`src/rtl/core/slr_pkg.sv`:
```
`timescale 1ns / 1ps
// ----------------------------------------------------------------------------
// slr_pkg
// Shared types and constants for the stereo linear resampler.
// ----------------------------------------------------------------------------
package slr_pkg;

  localparam int SAMPLE_W    = 16;
  localparam int RATIO_W     = 18;
  localparam int CNT_W       = 2;
  localparam int MAX_RESULTS = 4;

  // 49716 << 16 / 44100
  localparam logic [RATIO_W-1:0] RATIO_RESET = 18'd73881;

  typedef enum logic [1:0] {
    ST_IDLE,
    ST_CHECK,
    ST_WRITE
  } state_t;

  typedef struct packed {
    logic load;
    logic issue;
    logic last;
    logic write;
  } ctl_cmd_t;

  typedef struct packed {
    logic acc_below_one;
    logic next_below_one;
    logic out_free;
  } dp_status_t;

endpackage

```
`src/rtl/core/stereo_linear_resampler.sv`:
```
`timescale 1ns / 1ps
// ----------------------------------------------------------------------------
// stereo_linear_resampler
// Source-driven stereo sample-rate converter with linear interpolation.
// ----------------------------------------------------------------------------
// Each input word is one source stereo pair and produces zero to four output
// words, the last of them flagged by tlast. rate_ratio (source samples per
// output, FRACTION_BITS fractional bits) is written through cfg_wr_en /
// cfg_wr_data and also reloads the phase accumulator; write it only while
// the block is idle. An input word is taken in the idle state; the
// controller then steps through a check and a write state per output, with
// the multiply registered between them, and a word that yields none needs
// only one check; downstream stalls hold the write state. The output
// register lets the next input word be taken while the last output still waits.
module stereo_linear_resampler #(
  parameter int FRACTION_BITS = 16
) (
  input  logic                              clk,
  input  logic                              rst,
  input  logic                              cfg_wr_en,
  input  logic [slr_pkg::RATIO_W-1:0]       cfg_wr_data,
  input  logic                              s_axis_tvalid,
  output logic                              s_axis_tready,
  input  logic [2*slr_pkg::SAMPLE_W-1:0]    s_axis_tdata,  // src_left, src_right
  output logic                              m_axis_tvalid,
  input  logic                              m_axis_tready,
  output logic [2*slr_pkg::SAMPLE_W-1:0]    m_axis_tdata,  // out_left, out_right
  output logic                              m_axis_tlast
);

  slr_pkg::ctl_cmd_t                   cmd;
  slr_pkg::dp_status_t                 status;
  logic signed [slr_pkg::SAMPLE_W-1:0] out_left, out_right;

  slr_ctrl u_ctrl (
    .clk      (clk),
    .rst      (rst),
    .in_valid (s_axis_tvalid),
    .in_ready (s_axis_tready),
    .status   (status),
    .cmd      (cmd)
  );

  slr_datapath #(
    .FRACTION_BITS (FRACTION_BITS)
  ) u_dp (
    .clk         (clk),
    .rst         (rst),
    .cfg_wr_en   (cfg_wr_en),
    .cfg_wr_data (cfg_wr_data),
    .in_left     (s_axis_tdata[slr_pkg::SAMPLE_W-1:0]),
    .in_right    (s_axis_tdata[2*slr_pkg::SAMPLE_W-1:slr_pkg::SAMPLE_W]),
    .cmd         (cmd),
    .status      (status),
    .out_left    (out_left),
    .out_right   (out_right),
    .out_last    (m_axis_tlast),
    .out_valid   (m_axis_tvalid),
    .out_ready   (m_axis_tready)
  );

  assign m_axis_tdata = {out_right, out_left};

endmodule

```
`src/rtl/core/slr_ctrl.sv`:
```
`timescale 1ns / 1ps
// ----------------------------------------------------------------------------
// slr_ctrl
// Sequencer: takes a word, then issues and writes out interpolated pairs.
// ----------------------------------------------------------------------------
module slr_ctrl (
  input  logic                clk,
  input  logic                rst,
  input  logic                in_valid,
  output logic                in_ready,
  input  slr_pkg::dp_status_t status,
  output slr_pkg::ctl_cmd_t   cmd
);

  slr_pkg::state_t            state, state_next;
  logic [slr_pkg::CNT_W-1:0]  cnt, cnt_next;
  logic                       done, done_next;

  always_ff @(posedge clk) begin
    if (rst) begin
      state <= slr_pkg::ST_IDLE;
      cnt   <= '0;
      done  <= 1'b0;
    end else begin
      state <= state_next;
      cnt   <= cnt_next;
      done  <= done_next;
    end
  end

  always_comb begin
    state_next = state;
    cnt_next   = cnt;
    done_next  = done;
    in_ready   = 1'b0;
    cmd        = '0;
    case (state)
      slr_pkg::ST_IDLE: begin
        in_ready = 1'b1;
        if (in_valid) begin
          cmd.load   = 1'b1;
          cnt_next   = '0;
          done_next  = 1'b0;
          state_next = slr_pkg::ST_CHECK;
        end
      end
      slr_pkg::ST_CHECK: begin
        if (status.acc_below_one) begin
          cmd.issue  = 1'b1;
          cmd.last   = !status.next_below_one ||
                       (cnt == slr_pkg::CNT_W'(slr_pkg::MAX_RESULTS - 1));
          done_next  = cmd.last;
          cnt_next   = cnt + 1'b1;
          state_next = slr_pkg::ST_WRITE;
        end else begin
          state_next = slr_pkg::ST_IDLE;
        end
      end
      slr_pkg::ST_WRITE: begin
        if (status.out_free) begin
          cmd.write  = 1'b1;
          state_next = done ? slr_pkg::ST_IDLE : slr_pkg::ST_CHECK;
        end
      end
      default: begin
        state_next = slr_pkg::ST_IDLE;
      end
    endcase
  end

endmodule

```
`src/rtl/core/slr_datapath.sv`:
```
`timescale 1ns / 1ps
// ----------------------------------------------------------------------------
// slr_datapath
// Phase accumulator, two-deep history, interpolation multipliers, output reg.
// ----------------------------------------------------------------------------
module slr_datapath #(
  parameter int FRACTION_BITS = 16
) (
  input  logic                                clk,
  input  logic                                rst,
  input  logic                                cfg_wr_en,
  input  logic [slr_pkg::RATIO_W-1:0]         cfg_wr_data,
  input  logic signed [slr_pkg::SAMPLE_W-1:0] in_left,
  input  logic signed [slr_pkg::SAMPLE_W-1:0] in_right,
  input  slr_pkg::ctl_cmd_t                   cmd,
  output slr_pkg::dp_status_t                 status,
  output logic signed [slr_pkg::SAMPLE_W-1:0] out_left,
  output logic signed [slr_pkg::SAMPLE_W-1:0] out_right,
  output logic                                out_last,
  output logic                                out_valid,
  input  logic                                out_ready
);

  localparam int ACC_W  = ((FRACTION_BITS > slr_pkg::RATIO_W) ?
                           FRACTION_BITS : slr_pkg::RATIO_W) + 1;
  localparam int DIFF_W = slr_pkg::SAMPLE_W + 1;
  localparam int PROD_W = DIFF_W + FRACTION_BITS + 1;
  localparam logic [ACC_W-1:0] ONE = ACC_W'(1) << FRACTION_BITS;

  logic [slr_pkg::RATIO_W-1:0]         ratio;
  logic [ACC_W-1:0]                    acc;
  logic [ACC_W-1:0]                    acc_sum;
  logic signed [slr_pkg::SAMPLE_W-1:0] new_l, new_r, old_l, old_r;
  logic signed [DIFF_W-1:0]            diff_l, diff_r;
  logic signed [FRACTION_BITS:0]       frac;
  logic signed [PROD_W-1:0]            prod_l, prod_r;
  logic                                last_q;

  assign acc_sum = acc + ACC_W'(ratio);
  assign diff_l  = DIFF_W'(new_l) - DIFF_W'(old_l);
  assign diff_r  = DIFF_W'(new_r) - DIFF_W'(old_r);
  assign frac    = $signed({1'b0, acc[FRACTION_BITS-1:0]});

  assign status.acc_below_one  = (acc < ONE);
  assign status.next_below_one = (acc_sum < ONE);
  assign status.out_free       = !out_valid || out_ready;

  always_ff @(posedge clk) begin
    if (rst) begin
      ratio <= slr_pkg::RATIO_RESET;
      acc   <= ACC_W'(slr_pkg::RATIO_RESET);
      new_l <= '0;
      new_r <= '0;
      old_l <= '0;
      old_r <= '0;
    end else begin
      if (cmd.load && !status.acc_below_one) begin
        old_l <= new_l;
        old_r <= new_r;
        new_l <= in_left;
        new_r <= in_right;
        acc   <= acc - ONE;
      end
      if (cmd.issue) begin
        acc <= acc_sum;
      end
      if (cfg_wr_en) begin
        ratio <= cfg_wr_data;
        acc   <= ACC_W'(cfg_wr_data);
      end
    end
  end

  always_ff @(posedge clk) begin
    if (cmd.issue) begin
      prod_l <= diff_l * frac;
      prod_r <= diff_r * frac;
      last_q <= cmd.last;
    end
  end

  // floor((new-old)*frac / one) + old
  always_ff @(posedge clk) begin
    if (cmd.write) begin
      out_left  <= old_l + prod_l[FRACTION_BITS +: slr_pkg::SAMPLE_W];
      out_right <= old_r + prod_r[FRACTION_BITS +: slr_pkg::SAMPLE_W];
      out_last  <= last_q;
    end
  end

  always_ff @(posedge clk) begin
    if (rst) begin
      out_valid <= 1'b0;
    end else if (cmd.write) begin
      out_valid <= 1'b1;
    end else if (out_ready) begin
      out_valid <= 1'b0;
    end
  end

endmodule

```
`config.mk`:
```
export PLATFORM = sky130hd
export DESIGN_NAME = stereo_linear_resampler
export DESIGN_NICKNAME = d
export VERILOG_FILES = /design/src/rtl/core/slr_pkg.sv /design/src/rtl/core/stereo_linear_resampler.sv /design/src/rtl/core/slr_ctrl.sv /design/src/rtl/core/slr_datapath.sv
export SDC_FILE = /design/constraint.sdc
export NUM_CORES = 2
export LEC_CHECK = 0
export ABC_CLOCK_PERIOD_IN_PS = 7430
export BUFFER_PORTS_ARGS = -buffer_cell sky130_fd_sc_hd__buf_2
export CORE_MARGIN = 3
export CORE_UTILIZATION = 50
export CTS_BUF_LIST = sky130_fd_sc_hd__clkbuf_8
export CTS_CLUSTER_SIZE = 12
export DETAILED_ROUTE_END_ITERATION = 10
export PLACE_DENSITY = 0.66
export SETUP_SLACK_MARGIN = 0.3
export SLEW_MARGIN = 30
export SYNTH_ARGS = -nofsm -noshare
export SYNTH_HDL_FRONTEND = slang
export SYNTH_SLANG_ARGS = --single-unit
```
`constraint.sdc`:
```
create_clock -name clk -period 7.43 [get_ports clk]
set_clock_uncertainty 0.1 [all_clocks]
set_input_delay 0.3715 -clock clk [delete_from_list [all_inputs] [get_ports clk]]
set_output_delay 0.3715 -clock clk [all_outputs]
set_load 0.1 [all_outputs]
```
==> results.ini <==
[floorplan]
die_y_um = 248
start_util_pct = 51.1
die_w_um = 248
core_sq_mm = 0.0571
die-area_sq_mm = 0.0614
std_cell_rows = 87
ioPinCount = 90

[worst_setup_path]
crit_end = u_dp.prod_r[30]$_DFFE_PP_
path_class = reg2reg
reg2reg_setup_slack_ns = -0.42
ff2ff_path_depth = 34
crit_fanout = 4
r2r_end = u_dp.prod_r[30]$_DFFE_PP_
cp-start-kind = flip-flop
cp.arrival_ns = 8.01
required_ns = 7.59
endpoint_kind = flip-flop
slowest_stage = fa_2
rr_startpoint = u_dp.new_r[0]$_SDFFE_PP0P_
slowest_delay_ns = 0.59
crit_start = u_dp.new_r[0]$_SDFFE_PP0P_
crit_path_frequent_cell = fa_1

[clock_tree]
root_buffer = clkbuf_8
clkSinkCount = 173
clkTransAtPathRegs_ns = 0.11
cts_buffers = 17
cts_buffer_depth = 2
cts_tree = done
htree_num_levels = 4
clock_latency_ns = 0.49

[sta]
finalCriticalPeriod_ns = 7.85
worst_slack_ns = -0.422
slew_violations = 0
period_share_pct = 106
rsz0062_at_grt = true
hold_violations = 0
setup_violations = 25
fmax_ghz = 0.127
worstMarginPinSlew_ns = 1.01
relSlewSlack_pct = 32.3

[detailed_routing]
wl_um = 73800
wl_per_cell_um = 16.8
drc = 0
first_pass_iters = 5
final_antenna_net_count = 0
num_vias = 22600
via_per_inst = 5.14
first_iter_violations = 1090

[finish]
drive_gt1_share_pct = 19.1
fin_cells = 4393
nets = 4448
fin_area_sq_mm = 0.0348
fillers = 4818
area_delta_synth_final_pct = 19.1

[synthesis]
postSynthCellCount = 3263
synth_seq_area_share_pct = 14.1
yosys_warnings = 0
synth-edff-count = 66
synth_nets = 4088
avgSynthCellArea_sq_um = 8.96
yosysTopAreaCell = fa_1
async_flop_share_pct = 0
synth_ff_type = dfxtp_1
ys_ff_latch = 173
ys_types = 69
synth_area_sq_mm = 0.0292
yosys-top-cells-area = fa_1 36%, ha_1 11%, inv_1 9.4%
yosys.area.top_type_share_pct = 35.8

[global_route]
use_met2_pct = 46.0
use_met3_pct = 2.84
grt_use_met1_pct = 30.8
grt_pass1_vias = 24800
grt_usage_pct = 25.0
grt_overflow = 0
grt_max_degree = 97
top_usage_layer = met2
antenna_found_initial = 2
grt_pass1_wl_um = 123000

[placed_design]
dpl_cell_area_sq_mm = 0.0328
dpl.cell_count = 4292
portBuffers = 89
place.gp.congestion = 0.893
hpwl_um = 60900

[job]
maxCapViolCount = 0

[hold_path]
holdCritPathClass = in2reg

[outcome]
status = finished with violations
violations = negative setup slack

## layout by cell type (no fill, tap or decap), types with 18 or more instances in the layout
cell	count
buf_6	34
o21ai_0	33
xor2_1	29
dlygate4sd3_1	18
nand3_1	25
fa_1	499
dfxtp_1	101
inv_2	24
nand2b_1	33
buf_4	315
a21oi_1	127
nor2b_1	62
and2_1	224
edfxtp_1	66
nor2_1	80
xnor2_1	99
and2_4	21
ha_1	226
nor3_1	29
inv_1	703
a21o_1	29
nand2_1	421
buf_2	88
fa_2	23
## worst min-delay path by stage
stage | start | to | slack (ns) | cells past startpoint
4_1_cts | cfg_wr_data[1] | u_dp.ratio[1]$_SDFFE_PP0P_ | 0.0007 | 3
5_1_grt | s_axis_tdata[23] | u_dp.new_r[7]$_SDFFE_PP0P_ | 0.01 | 3
3_5_place_dp | u_dp.last_q$_SDFFCE_PN0P_ | u_dp.out_last$_DFFE_PP_ | 0.32 | 0
2_1_floorplan | u_dp.last_q$_SDFFCE_PN0P_ | u_dp.out_last$_DFFE_PP_ | 0.30 | 0
3_3_place_gp | u_dp.last_q$_SDFFCE_PN0P_ | u_dp.out_last$_DFFE_PP_ | 0.30 | 0
6_report | s_axis_tdata[17] | u_dp.new_r[1]$_SDFFE_PP0P_ | 0.04 | 3
## cells by family (layout without fill, tap and decap cells)
family          Yosys count  count (layout)  share of synthesized area (%)
buf+inv                 857            1230                           11.0
flops                   173             173                           14.1
compound gates          335             335                           7.36
simple gates            968             968                           16.2
xor+xnor                144             144                           4.36
other cells               0               1                              0
fa+ha+maj               770             770                           46.4
mux                      16              16                          0.548
## flip-flops by register name, indices dropped and copies added (netlist names)
signal / count
u_dp.acc: 19
u_dp.new_l: 16
u_dp.last_q: 1
u_dp.out_valid: 1
u_dp.old_l: 16
u_dp.ratio: 18
u_dp.new_r: 16
u_dp.out_left: 16
u_dp.prod_l: 16
u_dp.out_right: 16
u_dp.out_last: 1
u_dp.prod_r: 16
u_dp.old_r: 16
u_ctrl.cnt: 2
u_ctrl.done: 1
u_ctrl.state: 2
## per-stage QoR
step	worst slack, ns	utilization [%]	TNS [ns]	hold slack [ns]
2_1_floorplan	-0.110	-	-0.516	0.300
3_3_place_gp	-0.441	57.4	-6.37	0.301
3_5_place_dp	-0.589	57.5	-11.12	0.318
4_1_cts	-0.475	60.0	-4.95	0.000734
5_1_grt	-0.732	60.9	-13.60	0.0148
6_report	-0.422	60.9	-5.54	0.0370
## layer usage
| metal | wire (um) | vias to the layer above |
|---|---|---|
| li1 | - | 10600 |
| met1 | 30200 | 11400 |
| met2 | 38700 | 481 |
| met3 | 2620 | 137 |
| met4 | 2240 | 2 |
| met5 | 13 | - |
## area by class of cell
type	instances	area [sq um]	share of cell area [%]
Inverter	728	2740	7.86
Multi-Input combinational cell	2233	22900	65.8
Timing Repair Buffer	470	3680	10.6
Clock buffer	17	234	0.672
Sequential cell	173	4130	11.9
Tap cell	756	946	2.72
Antenna cell	1	2.50	0.00719
Clock inverter	15	173	0.496
## critical path, delay by kind of cell, from the launching register on
kind | cells | cell delay, ns
buffers and inverters | 8 | 0.65
AND/OR/NAND/NOR | 6 | 0.72
adder cells (fa/ha/maj) | 9 | 3.74
AO/OA/AOI/OAI | 10 | 1.98
flip-flops | 1 | 0.35
XOR/XNOR | 1 | 0.07
## timing repair
item | CTS | global route
resized for setup | 131 | 78
endpoints found under the hold margin | 19 | 0
pin swaps | 139 | 76
setup buffers | 30 | 18
gates cloned | 1 | 0
endpoints found under the setup margin | 32 | 32
hold buffers | 18 | 0
## synth_stat cells, types with 6 or more instances
cell        n
fa_1      522
o31ai_1     6
o21ai_0    42
and2_1    245
xnor2_1   110
a21oi_1   143
o21bai_1    7
nor3_1     36
clkbuf_1  115
a22o_1      7
a21o_1     29
nand3_1    28
a31oi_1    15
a21boi_0    6
mux2i_1    16
nor2_1     93
edfxtp_1   66
o21a_1     18
nand2b_1   37
dfxtp_1   107
ha_1      248
o21ai_1     7
buf_1       7
buf_2       6
or3_1       7
inv_1     728
a211oi_1    9
nand2_1   424
xor2_1     33
nor2b_1    65
Power is not shown: default switching activity piles up to over one toggle a cycle in this logic, so the estimate is an artifact.
